**config.mk**
```make
export PLATFORM = sky130hd
export DESIGN_NAME = polynomial_newton_inverse
export DESIGN_NICKNAME = d
export VERILOG_FILES = /design/src/pni_pkg.sv /design/src/pni_datapath.sv /design/src/pni_ctrl.sv /design/src/polynomial_newton_inverse.sv
export SDC_FILE = /design/constraint.sdc
export NUM_CORES = 2
export LEC_CHECK = 0
export ABC_AREA = 1
export ABC_CLOCK_PERIOD_IN_PS = 8710
export BUFFER_PORTS_ARGS = -buffer_cell sky130_fd_sc_hd__buf_2
export CAP_MARGIN = 20
export CORE_MARGIN = 10
export CORE_UTILIZATION = 56
export CTS_CLUSTER_SIZE = 25
export DETAILED_ROUTE_END_ITERATION = 8
export GPL_TIMING_DRIVEN = 0
export PLACE_DENSITY = 0.72
export SLEW_MARGIN = 10
export SYNTH_ARGS = -nofsm -noshare
export SYNTH_HDL_FRONTEND = slang
export SYNTH_SLANG_ARGS = --single-unit
```
**constraint.sdc**
```tcl
create_clock -name aclk -period 8.71 [get_ports aclk]
set_input_delay 0.871 -clock aclk [delete_from_list [all_inputs] [get_ports aclk]]
set_output_delay 0.871 -clock aclk [all_outputs]
set_load 0.05 [all_outputs]
```
**src/pni_pkg.sv**
```systemverilog
`timescale 1ns / 1ps
// ----------------------------------------------------------------------------
// pni_pkg
// shared types, constants and helpers of the polynomial newton inverse block
// ----------------------------------------------------------------------------
package pni_pkg;

    localparam int DEF_MAX_DEGREE = 5;
    localparam int DEF_MAX_STEPS  = 100;
    localparam int DEF_FRAC_BITS  = 16;

    localparam int DATA_W  = 32;
    localparam int DEG_W   = 3;
    localparam int TOL_W   = 16;
    localparam int STEPS_W = 7;
    localparam int STAT_W  = 2;
    localparam int IDX_W   = 3;

    // register indexes
    localparam logic [IDX_W-1:0] REG_DEGREE    = 3'd0;
    localparam logic [IDX_W-1:0] REG_COEFF0    = 3'd1;
    localparam logic [IDX_W-1:0] REG_COEFF5    = 3'd6;
    localparam logic [IDX_W-1:0] REG_TOLERANCE = 3'd7;

    // status codes
    localparam logic [STAT_W-1:0] ST_CONVERGED = 2'd0;
    localparam logic [STAT_W-1:0] ST_LIMIT     = 2'd1;
    localparam logic [STAT_W-1:0] ST_ZERO_DER  = 2'd2;

    // datapath operations
    typedef enum logic [3:0] {
        OP_NONE,
        OP_INIT,      // load target, cur = 1.0, prev = 0, n = 0
        OP_DERC,      // build derivative coefficient for index in idx
        OP_CHECK,     // form |cur - prev|
        OP_HP_LOAD,   // acc = coeff[d]
        OP_HD_LOAD,   // acc = dc[d-1]
        OP_MUL,       // prod = acc * cur
        OP_HP_ADD,    // acc = sat(fmul + coeff[i])
        OP_HD_ADD,    // acc = sat(fmul + dc[i])
        OP_SAVE_DER,  // der = acc
        OP_RES,       // res = sat(y - acc), start divider
        OP_DIV,       // one quotient bit
        OP_UPDATE     // prev = cur, cur = sat(cur + q), n++
    } op_t;

    typedef struct packed {
        op_t              op;
        logic [DEG_W-1:0] idx;
    } pni_cmd_t;

    typedef struct packed {
        logic within_tol;
        logic der_zero;
        logic div_done;
    } pni_stat_t;

    typedef enum logic [3:0] {
        S_IDLE, S_DERC, S_CHECK, S_DECIDE,
        S_HD_LOAD, S_HD_MUL, S_HD_ADD, S_HD_SAVE,
        S_HP_LOAD, S_HP_MUL, S_HP_ADD, S_RES, S_DIV, S_UPDATE, S_OUT
    } state_t;

    function automatic logic signed [DATA_W-1:0] sat32(input logic signed [DATA_W+33:0] v);
        logic signed [DATA_W+33:0] hi;
        logic signed [DATA_W+33:0] lo;
        begin
            hi = (DATA_W+34)'(signed'(33'sh0_7FFF_FFFF));
            lo = -hi - (DATA_W+34)'(1);
            if (v > hi)
                sat32 = {1'b0, {(DATA_W-1){1'b1}}};
            else if (v < lo)
                sat32 = {1'b1, {(DATA_W-1){1'b0}}};
            else
                sat32 = v[DATA_W-1:0];
        end
    endfunction

endpackage

```
**src/pni_datapath.sv**
```systemverilog
`timescale 1ns / 1ps
// ----------------------------------------------------------------------------
// pni_datapath
// registers, multiplier and serial divider of the newton iteration
// ----------------------------------------------------------------------------
module pni_datapath
    import pni_pkg::*;
#(
    parameter int FRAC_BITS = DEF_FRAC_BITS
) (
    input  logic                     aclk,
    input  logic                     aresetn,
    input  pni_cmd_t                 cmd,
    input  logic signed [DATA_W-1:0] target,
    input  logic signed [DATA_W-1:0] coeff [6],
    input  logic [TOL_W-1:0]         tol,
    output pni_stat_t                stat,
    output logic signed [DATA_W-1:0] root,
    output logic [STEPS_W-1:0]       steps
);

    localparam int DIV_W = DATA_W + FRAC_BITS + 1;   // magnitude of dividend
    localparam int CNT_W = $clog2(DIV_W + 1);
    localparam int PW    = 2 * DATA_W;

    logic signed [DATA_W-1:0] y_reg, cur_reg, prev_reg, acc_reg, der_reg;
    logic signed [DATA_W-1:0] dc_reg [5];
    logic signed [PW-1:0]     prod_reg;
    logic [33:0]              diff_reg;
    logic [STEPS_W-1:0]       n_reg;

    // divider state: restoring, one bit per beat
    logic [DIV_W-1:0]         dvd_reg;
    logic [DATA_W-1:0]        rem_reg;
    logic [DATA_W-1:0]        dvs_reg;
    logic                     qneg_reg;
    logic [CNT_W-1:0]         dcnt_reg;

    logic signed [PW-1:0]     pshift;
    logic signed [DATA_W-1:0] fm;
    logic signed [DATA_W+33:0] ext_sum;
    logic signed [DATA_W-1:0] resv;
    logic signed [DATA_W+1:0] dtmp;
    logic [DATA_W:0]          rem_sh, rem_sub;
    logic [DIV_W-1:0]         qmag;
    logic signed [DIV_W:0]    qs;
    logic signed [DATA_W-1:0] qsat;
    logic signed [DATA_W+33:0] upd;

    // floor shift of product then saturate
    assign pshift = prod_reg >>> FRAC_BITS;
    assign fm     = sat32((DATA_W+34)'(pshift));

    always_comb begin
        ext_sum = '0;
        case (cmd.op)
            OP_HP_ADD: ext_sum = (DATA_W+34)'(fm) + (DATA_W+34)'(coeff[cmd.idx]);
            OP_HD_ADD: ext_sum = (DATA_W+34)'(fm) + (DATA_W+34)'(dc_reg[cmd.idx]);
            default:   ext_sum = '0;
        endcase
    end

    assign resv = sat32((DATA_W+34)'(y_reg) - (DATA_W+34)'(acc_reg));
    assign dtmp = (DATA_W+2)'(cur_reg) - (DATA_W+2)'(prev_reg);

    // divider step
    assign rem_sh  = {rem_reg, dvd_reg[DIV_W-1]};
    assign rem_sub = rem_sh - {1'b0, dvs_reg};
    assign qmag    = dvd_reg;
    assign qs      = qneg_reg ? -$signed({1'b0, qmag}) : $signed({1'b0, qmag});
    always_comb begin
        if (qs > (DIV_W+1)'(signed'({1'b0, {(DATA_W-1){1'b1}}})))
            qsat = {1'b0, {(DATA_W-1){1'b1}}};
        else if (qs < -(DIV_W+1)'(signed'({1'b0, {(DATA_W-1){1'b1}}})) - (DIV_W+1)'(1))
            qsat = {1'b1, {(DATA_W-1){1'b0}}};
        else
            qsat = qs[DATA_W-1:0];
    end
    assign upd = (DATA_W+34)'(cur_reg) + (DATA_W+34)'(qsat);

    // register updates per command
    always_ff @(posedge aclk) begin
        if (!aresetn) begin
            n_reg    <= '0;
            dcnt_reg <= '0;
        end else begin
            case (cmd.op)
                OP_INIT: begin
                    y_reg    <= target;
                    cur_reg  <= DATA_W'(1) <<< FRAC_BITS;
                    prev_reg <= '0;
                    n_reg    <= '0;
                end
                OP_DERC: dc_reg[cmd.idx] <= sat32((DATA_W+34)'(coeff[cmd.idx + 3'd1])
                                                  * (DATA_W+34)'(cmd.idx + 3'd1));
                OP_CHECK: diff_reg <= dtmp[DATA_W+1] ? 34'(-dtmp) : 34'(dtmp);
                OP_HP_LOAD: acc_reg <= coeff[cmd.idx];
                OP_HD_LOAD: acc_reg <= dc_reg[cmd.idx];
                OP_MUL: prod_reg <= PW'(acc_reg) * PW'(cur_reg);
                OP_HP_ADD, OP_HD_ADD: acc_reg <= sat32(ext_sum);
                OP_SAVE_DER: der_reg <= acc_reg;
                OP_RES: begin
                    dvd_reg  <= DIV_W'(resv[DATA_W-1] ? -(DATA_W+1)'(resv)
                                                      : (DATA_W+1)'(resv))
                                << FRAC_BITS;
                    dvs_reg  <= der_reg[DATA_W-1] ? -der_reg : der_reg;
                    qneg_reg <= resv[DATA_W-1] ^ der_reg[DATA_W-1];
                    rem_reg  <= '0;
                    dcnt_reg <= '0;
                end
                OP_DIV: begin
                    if (rem_sub[DATA_W]) begin
                        rem_reg <= rem_sh[DATA_W-1:0];
                        dvd_reg <= {dvd_reg[DIV_W-2:0], 1'b0};
                    end else begin
                        rem_reg <= rem_sub[DATA_W-1:0];
                        dvd_reg <= {dvd_reg[DIV_W-2:0], 1'b1};
                    end
                    dcnt_reg <= dcnt_reg + CNT_W'(1);
                end
                OP_UPDATE: begin
                    prev_reg <= cur_reg;
                    cur_reg  <= sat32(upd);
                    n_reg    <= n_reg + STEPS_W'(1);
                end
                default: ;
            endcase
        end
    end

    assign stat.within_tol = diff_reg <= 34'(tol);
    assign stat.der_zero   = der_reg == '0;
    assign stat.div_done   = dcnt_reg == CNT_W'(DIV_W);
    assign root  = cur_reg;
    assign steps = n_reg;

endmodule

```
**src/pni_ctrl.sv**
```systemverilog
`timescale 1ns / 1ps
// ----------------------------------------------------------------------------
// pni_ctrl
// sequencer of newton steps, horner passes and divider beats
// ----------------------------------------------------------------------------
module pni_ctrl
    import pni_pkg::*;
#(
    parameter int MAX_DEGREE = DEF_MAX_DEGREE,
    parameter int MAX_STEPS  = DEF_MAX_STEPS
) (
    input  logic               aclk,
    input  logic               aresetn,
    input  logic               s_valid,
    output logic               s_ready,
    output logic               m_valid,
    input  logic               m_ready,
    input  logic [DEG_W-1:0]   degree,
    input  pni_stat_t          stat,
    output pni_cmd_t           cmd,
    output logic [STAT_W-1:0]  status
);

    localparam int NW = $clog2(MAX_STEPS + 1);

    state_t              state_reg, state_next;
    logic [DEG_W-1:0]    d_reg, d_next, i_reg, i_next;
    logic [NW-1:0]       n_reg, n_next;
    logic [STAT_W-1:0]   st_reg, st_next;
    logic [DEG_W-1:0]    deff;

    assign deff = (degree > DEG_W'(MAX_DEGREE)) ? DEG_W'(MAX_DEGREE) : degree;

    // next state
    always_comb begin
        state_next = state_reg;
        d_next = d_reg;
        i_next = i_reg;
        n_next = n_reg;
        st_next = st_reg;
        case (state_reg)
            S_IDLE: if (s_valid) begin
                d_next = deff;
                i_next = '0;
                n_next = '0;
                state_next = (deff == '0) ? S_CHECK : S_DERC;
            end
            S_DERC: begin
                i_next = i_reg + DEG_W'(1);
                if (i_reg + DEG_W'(1) == d_reg) state_next = S_CHECK;
            end
            S_CHECK: state_next = S_DECIDE;
            S_DECIDE: begin
                if (stat.within_tol) begin
                    st_next = ST_CONVERGED; state_next = S_OUT;
                end else if (n_reg >= NW'(MAX_STEPS)) begin
                    st_next = ST_LIMIT; state_next = S_OUT;
                end else if (d_reg == '0) begin
                    st_next = ST_ZERO_DER; state_next = S_OUT;
                end else begin
                    i_next = d_reg - DEG_W'(1);
                    state_next = S_HD_LOAD;
                end
            end
            S_HD_LOAD: state_next = (i_reg == '0) ? S_HD_SAVE : S_HD_MUL;
            S_HD_MUL: begin
                i_next = i_reg - DEG_W'(1);
                state_next = S_HD_ADD;
            end
            S_HD_ADD: state_next = (i_reg == '0) ? S_HD_SAVE : S_HD_MUL;
            S_HD_SAVE: state_next = S_HP_LOAD;
            S_HP_LOAD: begin
                if (stat.der_zero) begin
                    st_next = ST_ZERO_DER; state_next = S_OUT;
                end else begin
                    i_next = d_reg;
                    state_next = S_HP_MUL;
                end
            end
            S_HP_MUL: begin
                i_next = i_reg - DEG_W'(1);
                state_next = S_HP_ADD;
            end
            S_HP_ADD: state_next = (i_reg == '0) ? S_RES : S_HP_MUL;
            S_RES: state_next = S_DIV;
            S_DIV: if (stat.div_done) state_next = S_UPDATE;
            S_UPDATE: begin
                n_next = n_reg + NW'(1);
                state_next = S_CHECK;
            end
            S_OUT: if (m_ready) state_next = S_IDLE;
            default: state_next = S_IDLE;
        endcase
        if (!aresetn) state_next = S_IDLE;
    end

    always_ff @(posedge aclk) begin
        if (!aresetn) begin
            state_reg <= S_IDLE;
            n_reg <= '0;
        end else begin
            state_reg <= state_next;
            n_reg <= n_next;
        end
        d_reg <= d_next;
        i_reg <= i_next;
        st_reg <= st_next;
    end

    // command outputs
    always_comb begin
        cmd.op = OP_NONE;
        cmd.idx = i_reg;
        case (state_reg)
            S_IDLE:    if (s_valid) cmd.op = OP_INIT;
            S_DERC:    cmd.op = OP_DERC;
            S_CHECK:   cmd.op = OP_CHECK;
            S_HD_LOAD: cmd.op = OP_HD_LOAD;
            S_HD_MUL:  cmd.op = OP_MUL;
            S_HD_ADD:  cmd.op = OP_HD_ADD;
            S_HD_SAVE: cmd.op = OP_SAVE_DER;
            S_HP_LOAD: begin
                cmd.op = OP_HP_LOAD;
                cmd.idx = d_reg;
            end
            S_HP_MUL:  cmd.op = OP_MUL;
            S_HP_ADD:  cmd.op = OP_HP_ADD;
            S_RES:     cmd.op = OP_RES;
            S_DIV:     if (!stat.div_done) cmd.op = OP_DIV;
            S_UPDATE:  cmd.op = OP_UPDATE;
            default:   cmd.op = OP_NONE;
        endcase
    end

    assign s_ready = state_reg == S_IDLE;
    assign m_valid = state_reg == S_OUT;
    assign status  = st_reg;

endmodule

```
**src/polynomial_newton_inverse.sv**
```systemverilog
`timescale 1ns / 1ps
// ----------------------------------------------------------------------------
// polynomial_newton_inverse
// finds x with P(x) = target by fixed-point newton iteration
// ----------------------------------------------------------------------------
// usage:
//   s_valid/s_ready carry one target beat (signed Q16.16); m_valid/m_ready
//   carry one result beat: root, steps and status.
//   configuration: cfg_we, cfg_index, cfg_data write degree (0), coeff_0..5
//   (1..6) and tolerance (7); the user must write them only while the block
//   is idle; the block itself does not enforce this.
// sequence:
//   one item at a time. setup builds the derivative coefficients, then each
//   newton step runs horner passes and bookkeeping on the single multiplier
//   followed by the restoring divider; up to MAX_STEPS steps per item.
// reset:
//   aresetn (synchronous, low) returns the sequencer to idle and sets the
//   registers to degree 1, P(x) = x, tolerance 0.
// stall:
//   the result is held on m_ports until m_ready; no new target is taken
//   until the result beat has gone.
// ----------------------------------------------------------------------------
module polynomial_newton_inverse
    import pni_pkg::*;
#(
    parameter int MAX_DEGREE = DEF_MAX_DEGREE,
    parameter int MAX_STEPS  = DEF_MAX_STEPS,
    parameter int FRAC_BITS  = DEF_FRAC_BITS
) (
    input  logic                      aclk,
    input  logic                      aresetn,
    input  logic                      cfg_we,
    input  logic [IDX_W-1:0]          cfg_index,
    input  logic [DATA_W-1:0]         cfg_data,
    input  logic                      s_valid,
    output logic                      s_ready,
    input  logic signed [DATA_W-1:0]  s_target,
    output logic                      m_valid,
    input  logic                      m_ready,
    output logic signed [DATA_W-1:0]  m_root,
    output logic [STEPS_W-1:0]        m_steps,
    output logic [STAT_W-1:0]         m_status
);

    logic [DEG_W-1:0]         degree_reg;
    logic signed [DATA_W-1:0] coeff_reg [6];
    logic [TOL_W-1:0]         tol_reg;
    pni_cmd_t                 cmd;
    pni_stat_t                stat;

    // configuration registers
    always_ff @(posedge aclk) begin
        if (!aresetn) begin
            degree_reg <= DEG_W'(1);
            tol_reg    <= '0;
            for (int k = 0; k < 6; k++)
                coeff_reg[k] <= (k == 1) ? (DATA_W'(1) <<< FRAC_BITS) : '0;
        end else if (cfg_we) begin
            if (cfg_index == REG_DEGREE)
                degree_reg <= cfg_data[DEG_W-1:0];
            else if (cfg_index == REG_TOLERANCE)
                tol_reg <= cfg_data[TOL_W-1:0];
            else if (cfg_index >= REG_COEFF0 && cfg_index <= REG_COEFF5)
                coeff_reg[cfg_index - REG_COEFF0] <= cfg_data;
        end
    end

    pni_ctrl #(
        .MAX_DEGREE (MAX_DEGREE),
        .MAX_STEPS  (MAX_STEPS)
    ) u_ctrl (
        .aclk    (aclk),
        .aresetn (aresetn),
        .s_valid (s_valid),
        .s_ready (s_ready),
        .m_valid (m_valid),
        .m_ready (m_ready),
        .degree  (degree_reg),
        .stat    (stat),
        .cmd     (cmd),
        .status  (m_status)
    );

    pni_datapath #(
        .FRAC_BITS (FRAC_BITS)
    ) u_dp (
        .aclk    (aclk),
        .aresetn (aresetn),
        .cmd     (cmd),
        .target  (s_target),
        .coeff   (coeff_reg),
        .tol     (tol_reg),
        .stat    (stat),
        .root    (m_root),
        .steps   (m_steps)
    );

endmodule

```
==> impl_metrics.json <==
{
  "final_nets": 12900,
  "routabilityCongestion": 1.07,
  "grt_start_max_net_pins": 34,
  "synth_compound_area_frac": 0.0946,
  "die_h_um": 414,
  "tightest_slew_ps": 1230,
  "ys_seq_area_frac": 0.236,
  "criticalPathCategory": "reg -> reg",
  "cts_buffers": 89,
  "worst_setup_path_start_kind": "flop",
  "hold_depth": 1,
  "ys_ff_latch": 759,
  "r2r-start": "u_dp.acc_reg[23]",
  "drive_gt1_frac": 0.0671,
  "overflow": 0,
  "vias_per_cell": 5.86,
  "path_clk_slew_ps": 60,
  "die_area_sq_mm": 0.171,
  "avgSynthCellArea_sq_um": 7.97,
  "grt_pass1_vias": 78100,
  "largest_reg_flops": 192,
  "critPathArrivalTime_ps": 9190,
  "yosysWarnings": 0,
  "cts_tree": "done",
  "synth_edf_count": 524,
  "async_flop_share": 0,
  "antenna_left": 0,
  "synth_xor_area_frac": 0.0329,
  "max_slew_margin": 0.176,
  "grt_pass1_wl_um": 506000,
  "hold_viol": 0,
  "netlist_area_sq_mm": 0.0868,
  "ff2ff_setup_slack_ps": -20,
  "yosys.area_share.simple": 0.191,
  "cts.path.max_buffers": 3,
  "maxCapViolations": 0,
  "synth-main-ff-cell": "edfxtp_1",
  "clk_latency_ps": 740,
  "fillers": 13900,
  "hpwlAfterDp_um": 278000,
  "drtPass1Iterations": 7,
  "gr-usage-all-layers": 0.400,
  "fin_area_sq_mm": 0.0954,
  "rows": 144,
  "fin_setup_tns_ps": -15.5,
  "synth_cells": 10900,
  "fmax_mhz": 115,
  "io_buffer_count": 112,
  "worst_setup_path_end_kind": "flop",
  "cts.sinks": 759,
  "worstPathMaxFanout": 10,
  "hp-class": "in -> reg",
  "r2r_cells": 27,
  "ios": 115,
  "htreeDepth": 3,
  "initial_utilization": 0.563,
  "synth_cell_types": 65,
  "ctsHoldBuffers": 0,
  "finalWorstSetupSlack_ps": -15.3,
  "avgRoutedWirePerCell_um": 25.6,
  "clock-skew-final_ps": 41.3,
  "hold_path_end": "u_dp.y_reg[0]",
  "setup_viol_count_final": 2,
  "required_ps": 9170,
  "totalWireLength_um": 342000,
  "status": "finished, violations left",
  "num_vias": 78200,
  "min_period_ps": 8730,
  "synth_fa_ha_area_frac": 0.331,
  "cts-root-buf": "clkbuf_16",
  "violations": "negative setup slack",
  "synthesis.nets": 12600,
  "die_w_um": 414,
  "grt_antenna_before_repair": 9,
  "synth_top_family_by_area": "adder cells",
  "drc": 0,
  "synth_mux_area_frac": 0,
  "drt-initial-drc-count": 9306,
  "fin_crit_sh": 1.00,
  "r2r-end": "u_dp.prod_reg[49]",
  "core_area_sq_mm": 0.154,
  "drv_slew": 0,
  "placed_area_sq_mm": 0.0906,
  "min_from": "s_target[0]",
  "synthToLayoutAreaGrowth_pct": 9.91
}
## how the worst max path moves through the flow
stage / end / start / slack [ps]
CTS: u_dp.prod_reg[45] / u_dp.acc_reg[3] / 2
detailed placement: u_dp.dc_reg[1][7] / u_ctrl.state_reg[3] / -2460
global placement: u_dp.dc_reg[3][7] / u_ctrl.state_reg[3] / -2290
finish: u_dp.prod_reg[49] / u_dp.acc_reg[23] / -20
floorplan: u_dp.prod_reg[63] / u_dp.root[2] / 710
global route: u_dp.prod_reg[49] / u_dp.acc_reg[23] / -110
## cell usage after synthesis (all sizes together) (68+ instances only)
master,number,share of area
nand2,2604,0.11
inv,2159,0.093
fa,1151,0.27
nor2,1025,0.044
edfxtp,524,0.18
o21ai,515,0.030
ha,454,0.065
a21oi,433,0.025
clkbuf,408,0.018
nand3,259,0.015
dfxtp,235,0.054
xor2,198,0.020
xnor2,126,0.013
nand4,100,0.0072
nor3,77,0.0046
o22ai,68,0.0049
## logic make-up (layout without fill, tap and decap cells)
logic type                 Yosys count  after routing
adders and majority gates         1605           1605
other                                1              7
and+or+nand+nor                   4155           4155
xor gates and xnor gates           324            324
AOI/OAI and AO/OA                 1409           1409
buffers and inverters             2631           3051
DFF                                759            759
## routing by layer
layer	global-route usage	routed length [um]	vias to the layer above
li1	-	-	34500
met1	0.508	128000	38200
met2	0.601	148000	4515
met3	0.115	39700	992
met4	0.250	26400	14
met5	0.0141	79	-
## what timing repair did
action / CTS / global route
endpoints found under the setup margin: 199 / 214
resized for setup: 203 / 199
buffers inserted: 36 / 72
pin swaps: 6 / 3
## per-stage QoR
step,setup WS (ps),hold WS (ps),util,instances
floorplan,706,424,-,10900
detailed placement,-2460,450,0.588,13100
CTS,2.42,262,0.612,13300
global route,-106,278,0.619,13400
global placement,-2290,436,0.583,13000
finish,-15.3,311,0.619,13400
## placed cells by master (no fill, tap or decap), types with 73 or more instances in the layout
cell | Yosys | final
nand3_1 | 259 | 257
edfxtp_1 | 524 | 524
nor2_1 | 1020 | 1010
fa_1 | 1151 | 1136
ha_1 | 454 | 451
clkbuf_2 | 1 | 148
buf_2 | 26 | 154
inv_1 | 2148 | 2148
o21ai_0 | 507 | 496
buf_4 | 5 | 111
nor3_1 | 75 | 73
a21oi_1 | 432 | 427
nand2_1 | 2597 | 2595
dfxtp_1 | 235 | 235
nand4_1 | 100 | 100
xnor2_1 | 125 | 124
clkbuf_1 | 407 | 226
xor2_1 | 197 | 195
clkbuf_16 | 0 | 91
## critical path, stage by stage, from the launching register on
cell	delay (ps)
edfxtp_1	970
clkbuf_2	560
nand2_1	150
fa_1	550
inv_1	60
fa_1	550
inv_1	70
fa_1	550
inv_1	80
fa_1	470
fa_1	510
inv_1	50
fa_1	490
inv_1	60
fa_1	540
fa_1	460
ha_1	450
nand2_1	210
nor2_1	250
inv_1	180
nor2_2	280
nand4_1	140
nand2_1	280
nand2_1	80
nand2_1	140
nand3_1	120
nand3_1	90
nand2_1	120
## final cells by class
cell class                 count  area, sq um  share of cell area
multi-input combinational   7494        56800               0.596
sequential                   759        20400               0.214
inverter                    2166         8130              0.0853
tap                         2044         2560              0.0268
clock buffer                 109         2380              0.0250
timing repair buffer         268         2230              0.0234
buffer                       457         2140              0.0225
clock inverter                51          611             0.00640
antenna                        6         15.0            0.000157
Power is not shown: default switching activity piles up to over one toggle a cycle in this logic, so the estimate is an artifact.
